[config.mk]
export PLATFORM = sky130hd
export DESIGN_NAME = ook_remote_frame_transmitter
export DESIGN_NICKNAME = d
export VERILOG_FILES = /design/src/rtl/core/ookrft_pkg.sv /design/src/rtl/core/ookrft_low_len.sv /design/src/rtl/core/ook_remote_frame_transmitter.sv
export SDC_FILE = /design/constraint.sdc
export NUM_CORES = 1
export LEC_CHECK = 0
export BUFFER_PORTS_ARGS = -buffer_cell sky130_fd_sc_hd__buf_4
export CORE_ASPECT_RATIO = 0.7
export CORE_MARGIN = 2
export CORE_UTILIZATION = 40
export DETAILED_ROUTE_END_ITERATION = 6
export PLACE_DENSITY_LB_ADDON = 0.2
export SLEW_MARGIN = 10
export SYNTH_ARGS = -nofsm -noshare
export SYNTH_HDL_FRONTEND = slang
export SYNTH_HIERARCHICAL = 1
export SYNTH_SLANG_ARGS = --single-unit
[constraint.sdc]
create_clock -name clk -period 4.1 [get_ports clk]
set_input_delay 1.23 -clock clk [delete_from_list [all_inputs] [get_ports clk]]
set_output_delay 1.23 -clock clk [all_outputs]
set_load 0.02 [all_outputs]
[src/rtl/core/ookrft_pkg.sv]
// Shared types and constants for the OOK remote frame transmitter.
// Holds operation codes, register indexes, frame field positions and pulse lengths.
// No dependencies.
package ookrft_pkg;

  typedef enum logic [1:0] {
    OP_TICK  = 2'd0,
    OP_ONOFF = 2'd1,
    OP_DIM   = 2'd2
  } op_t;

  localparam logic REG_HOUSE_CODE  = 1'b0;
  localparam logic REG_UNIT_PERIOD = 1'b1;

  localparam int HOUSE_W   = 26;
  localparam int PERIOD_W  = 10;
  localparam int FIELD_W   = 6;
  localparam int LOW_W     = 6;
  localparam int NIBBLE_W  = 4;
  localparam int CFG_ADDR_W = 3;

  localparam logic [HOUSE_W-1:0]  HOUSE_CODE_RST  = 26'h308CC14;
  localparam logic [PERIOD_W-1:0] UNIT_PERIOD_RST = 10'd249;

  localparam logic [FIELD_W-1:0] FIELD_START   = 6'd0;
  localparam logic [FIELD_W-1:0] FIELD_HOUSE_L = 6'd26;
  localparam logic [FIELD_W-1:0] FIELD_GROUP   = 6'd27;
  localparam logic [FIELD_W-1:0] FIELD_MARK    = 6'd28;
  localparam logic [FIELD_W-1:0] FIELD_CHAN_L  = 6'd32;
  localparam logic [FIELD_W-1:0] FIELD_LEVEL_L = 6'd36;
  localparam logic [FIELD_W-1:0] STOP_ONOFF    = 6'd33;
  localparam logic [FIELD_W-1:0] STOP_DIM      = 6'd37;

  localparam logic [LOW_W-1:0] LOW_SHORT     = 6'd1;
  localparam logic [LOW_W-1:0] LOW_LONG      = 6'd5;
  localparam logic [LOW_W-1:0] LOW_START     = 6'd10;
  localparam logic [LOW_W-1:0] LOW_STOP      = 6'd40;
  localparam logic [LOW_W-1:0] LOW_STOP_DIM  = 6'd60;

  typedef struct packed {
    logic [FIELD_W-1:0]  field_index;
    logic                half_phase;
    logic                is_dim;
    logic                on_off;
    logic [NIBBLE_W-1:0] channel;
    logic [NIBBLE_W-1:0] dim_level;
  } pulse_pos_t;

endpackage

[src/rtl/core/ookrft_low_len.sv]
// Low-time lookup for the pulse at the current frame position.
// Maps field index, pulse half and held command values to a count of low units.
// Depends on ookrft_pkg.
module ookrft_low_len (
  input  ookrft_pkg::pulse_pos_t                 pos,
  input  logic [ookrft_pkg::HOUSE_W-1:0]         house_code,
  output logic [ookrft_pkg::LOW_W-1:0]           low_len
);
  import ookrft_pkg::*;

  logic [FIELD_W-1:0] stop_field;
  logic [FIELD_W-1:0] house_idx;
  logic [FIELD_W-1:0] chan_idx;
  logic [FIELD_W-1:0] level_idx;
  logic               data_bit;
  logic [LOW_W-1:0]   bit_len;

  assign stop_field = pos.is_dim ? STOP_DIM : STOP_ONOFF;
  assign house_idx  = FIELD_HOUSE_L - pos.field_index;
  assign chan_idx   = FIELD_CHAN_L - pos.field_index;
  assign level_idx  = FIELD_LEVEL_L - pos.field_index;

  always_comb begin
    priority if (pos.field_index <= FIELD_HOUSE_L) begin
      data_bit = ~house_code[house_idx[4:0]];
    end else if (pos.field_index == FIELD_GROUP) begin
      data_bit = 1'b0;
    end else if (pos.field_index == FIELD_MARK) begin
      data_bit = pos.on_off;
    end else if (pos.field_index < STOP_ONOFF) begin
      data_bit = ~pos.channel[chan_idx[1:0]];
    end else begin
      data_bit = ~pos.dim_level[level_idx[1:0]];
    end
  end

  assign bit_len = (data_bit ^ pos.half_phase) ? LOW_LONG : LOW_SHORT;

  always_comb begin
    priority if (pos.field_index == FIELD_START) begin
      low_len = LOW_START;
    end else if (pos.field_index >= stop_field) begin
      low_len = pos.is_dim ? LOW_STOP_DIM : LOW_STOP;
    end else if (pos.field_index == FIELD_MARK && pos.is_dim) begin
      low_len = LOW_SHORT;
    end else begin
      low_len = bit_len;
    end
  end

endmodule

[src/rtl/core/ook_remote_frame_transmitter.sv]
// OOK remote frame transmitter top level.
// Instantiates ookrft_low_len; depends on ookrft_pkg.
//
// Usage: every input beat is either a time tick or a send command. A command
// latches the channel, on/off bit or dim level and a burst count, then the
// block plays that many frames, one step per tick, on the transmitter pin.
// Each input beat yields exactly one output beat carrying the pin level, the
// busy flag and a flag that marks a command dropped because frames were still
// being played. The house code and unit period registers are written through
// the APB port and read back at byte addresses 0 and 4.
// The output beat follows its input beat in the next cycle, and a new beat
// is taken in every cycle while the output is not stalled, since the state
// update is a single counter step plus a lookup of the next pulse length.
// The output beat sits in a register; while it is stalled the input side is
// stalled as well, so nothing is lost or repeated.
// Reset leaves the block idle with the line state low and restores the register
// defaults; the pin level, busy and rejected output registers are not reset.
module ook_remote_frame_transmitter (
  input  logic                                clk,
  input  logic                                rst_n,
  input  logic                                in_valid,
  output logic                                in_stall,
  input  logic [1:0]                          in_operation,
  input  logic [ookrft_pkg::NIBBLE_W-1:0]     in_channel,
  input  logic                                in_on_off,
  input  logic [ookrft_pkg::NIBBLE_W-1:0]     in_dim_level,
  input  logic [ookrft_pkg::NIBBLE_W-1:0]     in_bursts,
  output logic                                out_valid,
  input  logic                                out_stall,
  output logic                                out_pin_level,
  output logic                                out_busy_res,
  output logic                                out_rejected,
  input  logic                                psel,
  input  logic                                penable,
  input  logic                                pwrite,
  input  logic [ookrft_pkg::CFG_ADDR_W-1:0]   paddr,
  input  logic [31:0]                         pwdata,
  output logic [31:0]                         prdata,
  output logic                                pready
);
  import ookrft_pkg::*;

  logic [HOUSE_W-1:0]  house_code_r;
  logic [PERIOD_W-1:0] unit_period_r;

  logic                line_r, line_nxt;
  logic [PERIOD_W-1:0] tick_r, tick_nxt;
  logic [LOW_W-1:0]    low_r, low_nxt;
  logic [FIELD_W-1:0]  field_r, field_nxt;
  logic                half_r, half_nxt;
  logic [NIBBLE_W-1:0] bursts_r, bursts_nxt;
  logic [NIBBLE_W-1:0] chan_r, chan_nxt;
  logic                on_off_r, on_off_nxt;
  logic [NIBBLE_W-1:0] level_r, level_nxt;
  logic                is_dim_r, is_dim_nxt;
  logic                active_r, active_nxt;

  logic                out_valid_r, out_valid_nxt;
  logic                pin_r, pin_nxt;
  logic                busy_r, busy_nxt;
  logic                rej_r, rej_nxt;

  logic                in_acc;
  logic                cfg_wr;
  logic [PERIOD_W-1:0] tick_inc;
  logic [LOW_W-1:0]    low_dec;
  logic [NIBBLE_W-1:0] bursts_dec;
  logic [FIELD_W-1:0]  stop_field;
  logic [LOW_W-1:0]    low_len;
  pulse_pos_t          pos;

  assign pready   = 1'b1;
  assign cfg_wr   = psel && penable && pwrite;
  assign in_stall = out_valid_r && out_stall;
  assign in_acc   = in_valid && !in_stall;

  assign out_valid     = out_valid_r;
  assign out_pin_level = pin_r;
  assign out_busy_res  = busy_r;
  assign out_rejected  = rej_r;

  always_comb begin
    prdata = '0;
    unique case (paddr[2])
      REG_HOUSE_CODE:  prdata = {{(32-HOUSE_W){1'b0}}, house_code_r};
      REG_UNIT_PERIOD: prdata = {{(32-PERIOD_W){1'b0}}, unit_period_r};
      default:         prdata = '0;
    endcase
  end

  assign pos.field_index = field_r;
  assign pos.half_phase  = half_r;
  assign pos.is_dim      = is_dim_r;
  assign pos.on_off      = on_off_r;
  assign pos.channel     = chan_r;
  assign pos.dim_level   = level_r;

  ookrft_low_len u_low_len (
    .pos        (pos),
    .house_code (house_code_r),
    .low_len    (low_len)
  );

  assign tick_inc   = tick_r + PERIOD_W'(1);
  assign low_dec    = low_r - LOW_W'(1);
  assign bursts_dec = bursts_r - NIBBLE_W'(1);
  assign stop_field = is_dim_r ? STOP_DIM : STOP_ONOFF;

  always_comb begin
    line_nxt   = line_r;
    tick_nxt   = tick_r;
    low_nxt    = low_r;
    field_nxt  = field_r;
    half_nxt   = half_r;
    bursts_nxt = bursts_r;
    chan_nxt   = chan_r;
    on_off_nxt = on_off_r;
    level_nxt  = level_r;
    is_dim_nxt = is_dim_r;
    active_nxt = active_r;
    pin_nxt    = line_r;
    busy_nxt   = active_r;
    rej_nxt    = 1'b0;

    if (in_acc) begin
      unique case (op_t'(in_operation))
        OP_TICK: begin
          if (active_r) begin
            if (tick_inc >= unit_period_r) begin
              tick_nxt = '0;
              if (line_r) begin
                line_nxt = 1'b0;
                low_nxt  = low_len;
              end else begin
                low_nxt = low_dec;
                if (low_dec == '0) begin
                  line_nxt = 1'b1;
                  if (field_r >= stop_field) begin
                    field_nxt  = FIELD_START;
                    half_nxt   = 1'b0;
                    bursts_nxt = bursts_dec;
                    if (bursts_dec == '0) begin
                      active_nxt = 1'b0;
                      line_nxt   = 1'b0;
                    end
                  end else if (field_r == FIELD_START || half_r) begin
                    field_nxt = field_r + FIELD_W'(1);
                    half_nxt  = 1'b0;
                  end else begin
                    half_nxt = 1'b1;
                  end
                end
              end
            end else begin
              tick_nxt = tick_inc;
            end
          end
        end
        OP_ONOFF, OP_DIM: begin
          if (active_r) begin
            rej_nxt = 1'b1;
          end else begin
            is_dim_nxt = (op_t'(in_operation) == OP_DIM);
            chan_nxt   = in_channel;
            on_off_nxt = in_on_off;
            level_nxt  = in_dim_level;
            bursts_nxt = in_bursts;
            if (in_bursts != '0) begin
              active_nxt = 1'b1;
              line_nxt   = 1'b1;
              tick_nxt   = '0;
              low_nxt    = '0;
              field_nxt  = FIELD_START;
              half_nxt   = 1'b0;
            end
          end
          pin_nxt  = line_nxt;
          busy_nxt = active_nxt;
        end
        default: begin
        end
      endcase
    end
  end

  always_comb begin
    out_valid_nxt = out_valid_r;
    if (in_acc) begin
      out_valid_nxt = 1'b1;
    end else if (!out_stall) begin
      out_valid_nxt = 1'b0;
    end
  end

  always_ff @(posedge clk) begin
    if (!rst_n) begin
      house_code_r  <= HOUSE_CODE_RST;
      unit_period_r <= UNIT_PERIOD_RST;
      line_r        <= 1'b0;
      tick_r        <= '0;
      low_r         <= '0;
      field_r       <= '0;
      half_r        <= 1'b0;
      bursts_r      <= '0;
      chan_r        <= '0;
      on_off_r      <= 1'b0;
      level_r       <= '0;
      is_dim_r      <= 1'b0;
      active_r      <= 1'b0;
      out_valid_r   <= 1'b0;
    end else begin
      if (cfg_wr) begin
        unique case (paddr[2])
          REG_HOUSE_CODE:  house_code_r  <= pwdata[HOUSE_W-1:0];
          REG_UNIT_PERIOD: unit_period_r <= pwdata[PERIOD_W-1:0];
          default: begin
          end
        endcase
      end
      line_r      <= line_nxt;
      tick_r      <= tick_nxt;
      low_r       <= low_nxt;
      field_r     <= field_nxt;
      half_r      <= half_nxt;
      bursts_r    <= bursts_nxt;
      chan_r      <= chan_nxt;
      on_off_r    <= on_off_nxt;
      level_r     <= level_nxt;
      is_dim_r    <= is_dim_nxt;
      active_r    <= active_nxt;
      out_valid_r <= out_valid_nxt;
    end
  end

  always_ff @(posedge clk) begin
    if (in_acc) begin
      pin_r  <= pin_nxt;
      busy_r <= busy_nxt;
      rej_r  <= rej_nxt;
    end
  end

endmodule

==> impl_results.html <==
<table>
<tr><th>Metric</th><th>Value</th></tr>
<tr><th colspan="2">Global routing</th></tr>
<tr><td>Total global routing track utilization</td><td>18.7%</td></tr>
<tr><td>Number of antenna violations at the first check in global routing</td><td>0</td></tr>
<tr><td>Via count of the first global-routing pass</td><td>a little over 4000</td></tr>
<tr><td>Global route overflow</td><td>0</td></tr>
<tr><td>First-pass GRT wire length</td><td>19900 um</td></tr>
<tr><td>Largest net degree at the start of global routing</td><td>55</td></tr>
<tr><th colspan="2">Floorplan</th></tr>
<tr><td>Width of the chip</td><td>~140 um</td></tr>
<tr><td>Placeable Area</td><td>roughly 0.012 mm^2</td></tr>
<tr><td>Y dimension of the die</td><td>slightly below 100 um</td></tr>
<tr><td>Total die area</td><td>between 0.01 and 0.015 mm^2</td></tr>
<tr><td>Number of placement rows</td><td>33</td></tr>
<tr><td>Top-Level Pins</td><td>95</td></tr>
<tr><td>Initial core utilization</td><td>41.4%</td></tr>
<tr><th colspan="2">Placed design</th></tr>
<tr><td>Final GP Congestion</td><td>0.782</td></tr>
<tr><td>Number of buffers added on ports</td><td>79</td></tr>
<tr><td>Placed instance count</td><td>around 800</td></tr>
<tr><td>Final HPWL DP</td><td>between 8000 and 9000 um</td></tr>
<tr><th colspan="2">STA</th></tr>
<tr><td>Fin Clk Skew</td><td>7.94 ps</td></tr>
<tr><td>Ratio of final minimum period to clock period</td><td>84.2%</td></tr>
<tr><td>Worst slew margin relative to its limit</td><td>roughly a third</td></tr>
<tr><td>Post-Route Hold Slack</td><td>between 400 and 500 ps</td></tr>
<tr><td>Slew Limit Fails</td><td>0</td></tr>
<tr><td>Total setup violations reported at the end of the flow</td><td>0</td></tr>
<tr><td>TNS Setup</td><td>0 ps</td></tr>
<tr><td>Worst-Margin Slew</td><td>approximately 1000 ps</td></tr>
<tr><td>Maximum frequency from static timing analysis</td><td>a little under 0.3 GHz</td></tr>
<tr><td>Unrepaired setup endpoints after global routing</td><td>no</td></tr>
<tr><td>Clock period minus final worst setup slack</td><td>3450 ps</td></tr>
<tr><td>Final Hold Violating Endpoints</td><td>0</td></tr>
<tr><th colspan="2">Yosys</th></tr>
<tr><td>Sequential-to-total area share from yosys stat</td><td>between 30% and 40%</td></tr>
<tr><td>Top cells by count, synth</td><td>nand2_1, dfxtp_1, a21oi_1</td></tr>
<tr><td>Number of enable flip-flop cells after synthesis</td><td>3</td></tr>
<tr><td>Count of state elements after synthesis</td><td>79</td></tr>
<tr><td>Flip-flop cell with the highest count after synthesis</td><td>dfxtp_1</td></tr>
<tr><td>Proportion of netlist area held by the largest area contributor</td><td>31.0%</td></tr>
<tr><td>Leading cell type by number of instances after synthesis</td><td>nand2_1</td></tr>
<tr><td>Synth Cell Area</td><td>between 0.004 and 0.005 mm^2</td></tr>
<tr><td>Instance count of the mapped netlist</td><td>592</td></tr>
<tr><td>Distinct cells, synth</td><td>between 70 and 80</td></tr>
<tr><td>Yosys warning total</td><td>6</td></tr>
<tr><td>Top cells by area in the synthesized netlist</td><td>dfxtp_1, ha_1, nand2_1</td></tr>
<tr><td>Post-synthesis average cell area</td><td>a little over 8 um^2</td></tr>
<tr><td>Cell type contributing the most total cell area after synthesis</td><td>dfxtp_1</td></tr>
<tr><td>Async SR Flop Fraction</td><td>0%</td></tr>
<tr><th colspan="2">Detailed routing</th></tr>
<tr><td>DRT Wirelength</td><td>12200 um</td></tr>
<tr><td>Iteration-0 DRC Markers</td><td>between 200 and 300</td></tr>
<tr><td>Remaining routing DRC violations</td><td>0</td></tr>
<tr><td>Count of nets left with antenna violations after detail routing</td><td>0</td></tr>
<tr><td>Number of optimization iterations in the first detailed-route pass</td><td>4</td></tr>
<tr><td>Detailed-route via count</td><td>4334</td></tr>
<tr><td>Wirelength per Cell</td><td>approximately 15 um</td></tr>
<tr><td>Mean number of vias per cell</td><td>approximately 5.3</td></tr>
<tr><th colspan="2">Clock network</th></tr>
<tr><td>Hold-fix buffers at CTS</td><td>0</td></tr>
<tr><td>Setup fix buffers added after clock tree synthesis</td><td>0</td></tr>
<tr><td>Clock slew at the register clock pins of the worst setup and hold paths</td><td>about 60 ps</td></tr>
<tr><td>Number of resized instances in the post-cts repair step</td><td>0</td></tr>
<tr><td>Longest Clk Path Bufs</td><td>2</td></tr>
<tr><td>Insertion delay to the later sink of the worst-skew pair</td><td>around 340 ps</td></tr>
<tr><td>Number of clock sinks</td><td>slightly below 80</td></tr>
<tr><td>Number of H-tree levels</td><td>3</td></tr>
<tr><td>Clock root buffer master</td><td>clkbuf_16</td></tr>
<tr><td>Clock tree from TritonCTS</td><td>built</td></tr>
<tr><td>Number of buffers added by the clock tree synthesis step</td><td>9</td></tr>
<tr><th colspan="2">Layout</th></tr>
<tr><td>Area Overhead vs Synth</td><td>19.6%</td></tr>
<tr><td>Share of post-route cells with drive strength above 1</td><td>roughly a fifth</td></tr>
<tr><td>Final cell count without fillers</td><td>roughly 800</td></tr>
<tr><td>Antenna cells</td><td>0</td></tr>
<tr><td>Number of nets in the final layout</td><td>743</td></tr>
<tr><th colspan="2">Pwr</th></tr>
<tr><td>Total power divided by cell area</td><td>between 300 and 400 mW/mm^2</td></tr>
<tr><td>P_leak</td><td>0.00245 uW</td></tr>
<tr><td>Peak ir drop on the vdd network</td><td>~0.19 mV</td></tr>
<tr><th colspan="2">Status</th></tr>
<tr><td>Run status</td><td>finished clean</td></tr>
<tr><th colspan="2">Setup path</th></tr>
<tr><td>WS Path Type</td><td>register to register</td></tr>
<tr><td>Kind of cell adding the most delay to the critical path</td><td>simple AND/OR/NAND/NOR gates</td></tr>
<tr><td>Worst path slowest cell</td><td>or4b_1</td></tr>
<tr><td>Worst setup slack for register-to-register paths</td><td>between 600 and 700 ps</td></tr>
<tr><td>Largest stage delay on the critical path</td><td>between 500 and 600 ps</td></tr>
<tr><td>Critical path endpoint category</td><td>register</td></tr>
<tr><td>CP Launch Type</td><td>register</td></tr>
<tr><td>Crit path DAT</td><td>about 3700 ps</td></tr>
<tr><td>Number of buffers and inverters on the critical path</td><td>0</td></tr>
<tr><td>CP Cell Sequence</td><td>ha_1 &gt; nand3_1 &gt; or2_2 &gt; and2_1 &gt; or2_2 &gt; ha_1 &gt; a211oi_2 &gt; o21ai_1 &gt; or4b_1 &gt; a21oi_2 &gt; o21ai_0 &gt; a21oi_1</td></tr>
<tr><td>Crit Path Max Fanout</td><td>10</td></tr>
<tr><td>Critical Path RT</td><td>~4400 ps</td></tr>
<tr><th colspan="2">Min path</th></tr>
<tr><td>Kind of path behind the tightest hold check</td><td>register to register</td></tr>
<tr><th colspan="2">Run</th></tr>
<tr><td>Max-cap violations</td><td>0</td></tr>
</table>
==> cell families after synthesis <==
group	Yosys count	synth area share, %
simple gates	244	24.9
compound gates	132	18.2
flops	79	32.8
buf+inv	65	5.89
mux	32	8.90
fa+ha+maj	29	7.40
xor+xnor	9	1.76
other cells	2	0.153
==> power by group <==
part	switching, uW	internal (uW)
logic	160	134
registers	24.5	799
clock network	322	463
==> final cells by class <==
type | count | area (um^2)
clock buffer | 12 | 268
fill | 1143 | 5980
sequential | 79 | 1610
multi-input combinational | 453 | 3020
tap | 157 | 196
inverter | 30 | 113
clock inverter | 4 | 26.3
timing repair buffer | 84 | 631
==> registers in the layout, indices dropped and copies added, names as in the netlist <==
register / flops
half_r: 1
line_r: 1
chan_r: 4
low_r: 6
is_dim_r: 1
out_pin_level: 1
on_off_r: 1
out_valid: 1
unit_period_r: 10
house_code_r: 26
bursts_r: 4
out_busy_res: 1
tick_r: 10
field_r: 6
level_r: 4
active_r: 1
out_rejected: 1
==> placed cells by master, fill, tap and decap left out, types with 3 or more instances in the layout <==
cell | synthesis | layout
a211o_1 | 3 | 3
a211oi_1 | 3 | 3
a21oi_1 | 48 | 48
a22oi_1 | 7 | 7
and2_1 | 10 | 10
buf_4 | 7 | 84
clkbuf_16 | 0 | 10
conb_1 | 2 | 7
dfxtp_1 | 76 | 76
edfxtp_1 | 3 | 3
ha_1 | 29 | 29
inv_1 | 29 | 29
mux2_2 | 10 | 10
mux2i_1 | 14 | 14
mux4_2 | 7 | 7
nand2_1 | 93 | 93
nand2b_1 | 9 | 9
nand3_1 | 19 | 19
nand3b_1 | 6 | 6
nand4_1 | 6 | 6
nor2_1 | 37 | 37
nor2b_1 | 24 | 24
nor3_1 | 10 | 10
o211ai_1 | 8 | 8
o21a_1 | 5 | 5
o21ai_0 | 19 | 19
o21ai_1 | 3 | 3
o31ai_1 | 3 | 3
or2_2 | 7 | 7
or3_1 | 6 | 6
xnor2_1 | 6 | 6
==> per-layer routing <==
metal / share of wire, % / global-route usage (%) / vias to the layer above
li1: - / - / 2202
met5: 0 / 0 / -
met1: 48 / 25.1 / 2023
met3: 4.6 / 3.98 / 12
met4: 1.2 / 5.13 / 0
met2: 46 / 30.2 / 97
==> worst register-to-register path, cell delays in order (launching register included) <==
cell	delay, ps
dfxtp_1	410
ha_1	210
nand3_1	120
or2_2	340
and2_1	170
or2_2	300
ha_1	190
a211oi_2	260
o21ai_1	190
or4b_1	510
a21oi_2	340
o21ai_0	170
a21oi_1	160
==> path summary, 6_finish.rpt <==
check	from	end	cells past startpoint
setup / recovery	tick_r[0]	tick_r[4]	12
hold / removal	house_code_r[21]	house_code_r[21]	2
setup reg to reg	tick_r[0]	tick_r[4]	12
hold reg to reg	house_code_r[21]	house_code_r[21]	2
==> metrics by stage <==
stage | power [uW] | util (%) | setup WS (ps) | cell area [um^2]
floorplan | 1030 | - | 597 | 4920
CTS | 1920 | 49.5 | 627 | 5870
finish | 1900 | 49.5 | 648 | 5870
detailed placement | 1130 | 47.0 | 635 | 5580
global route | 1990 | 49.5 | 282 | 5870
global placement | 1130 | 47.0 | 738 | 5580
(Power assumes the default switching activity.)
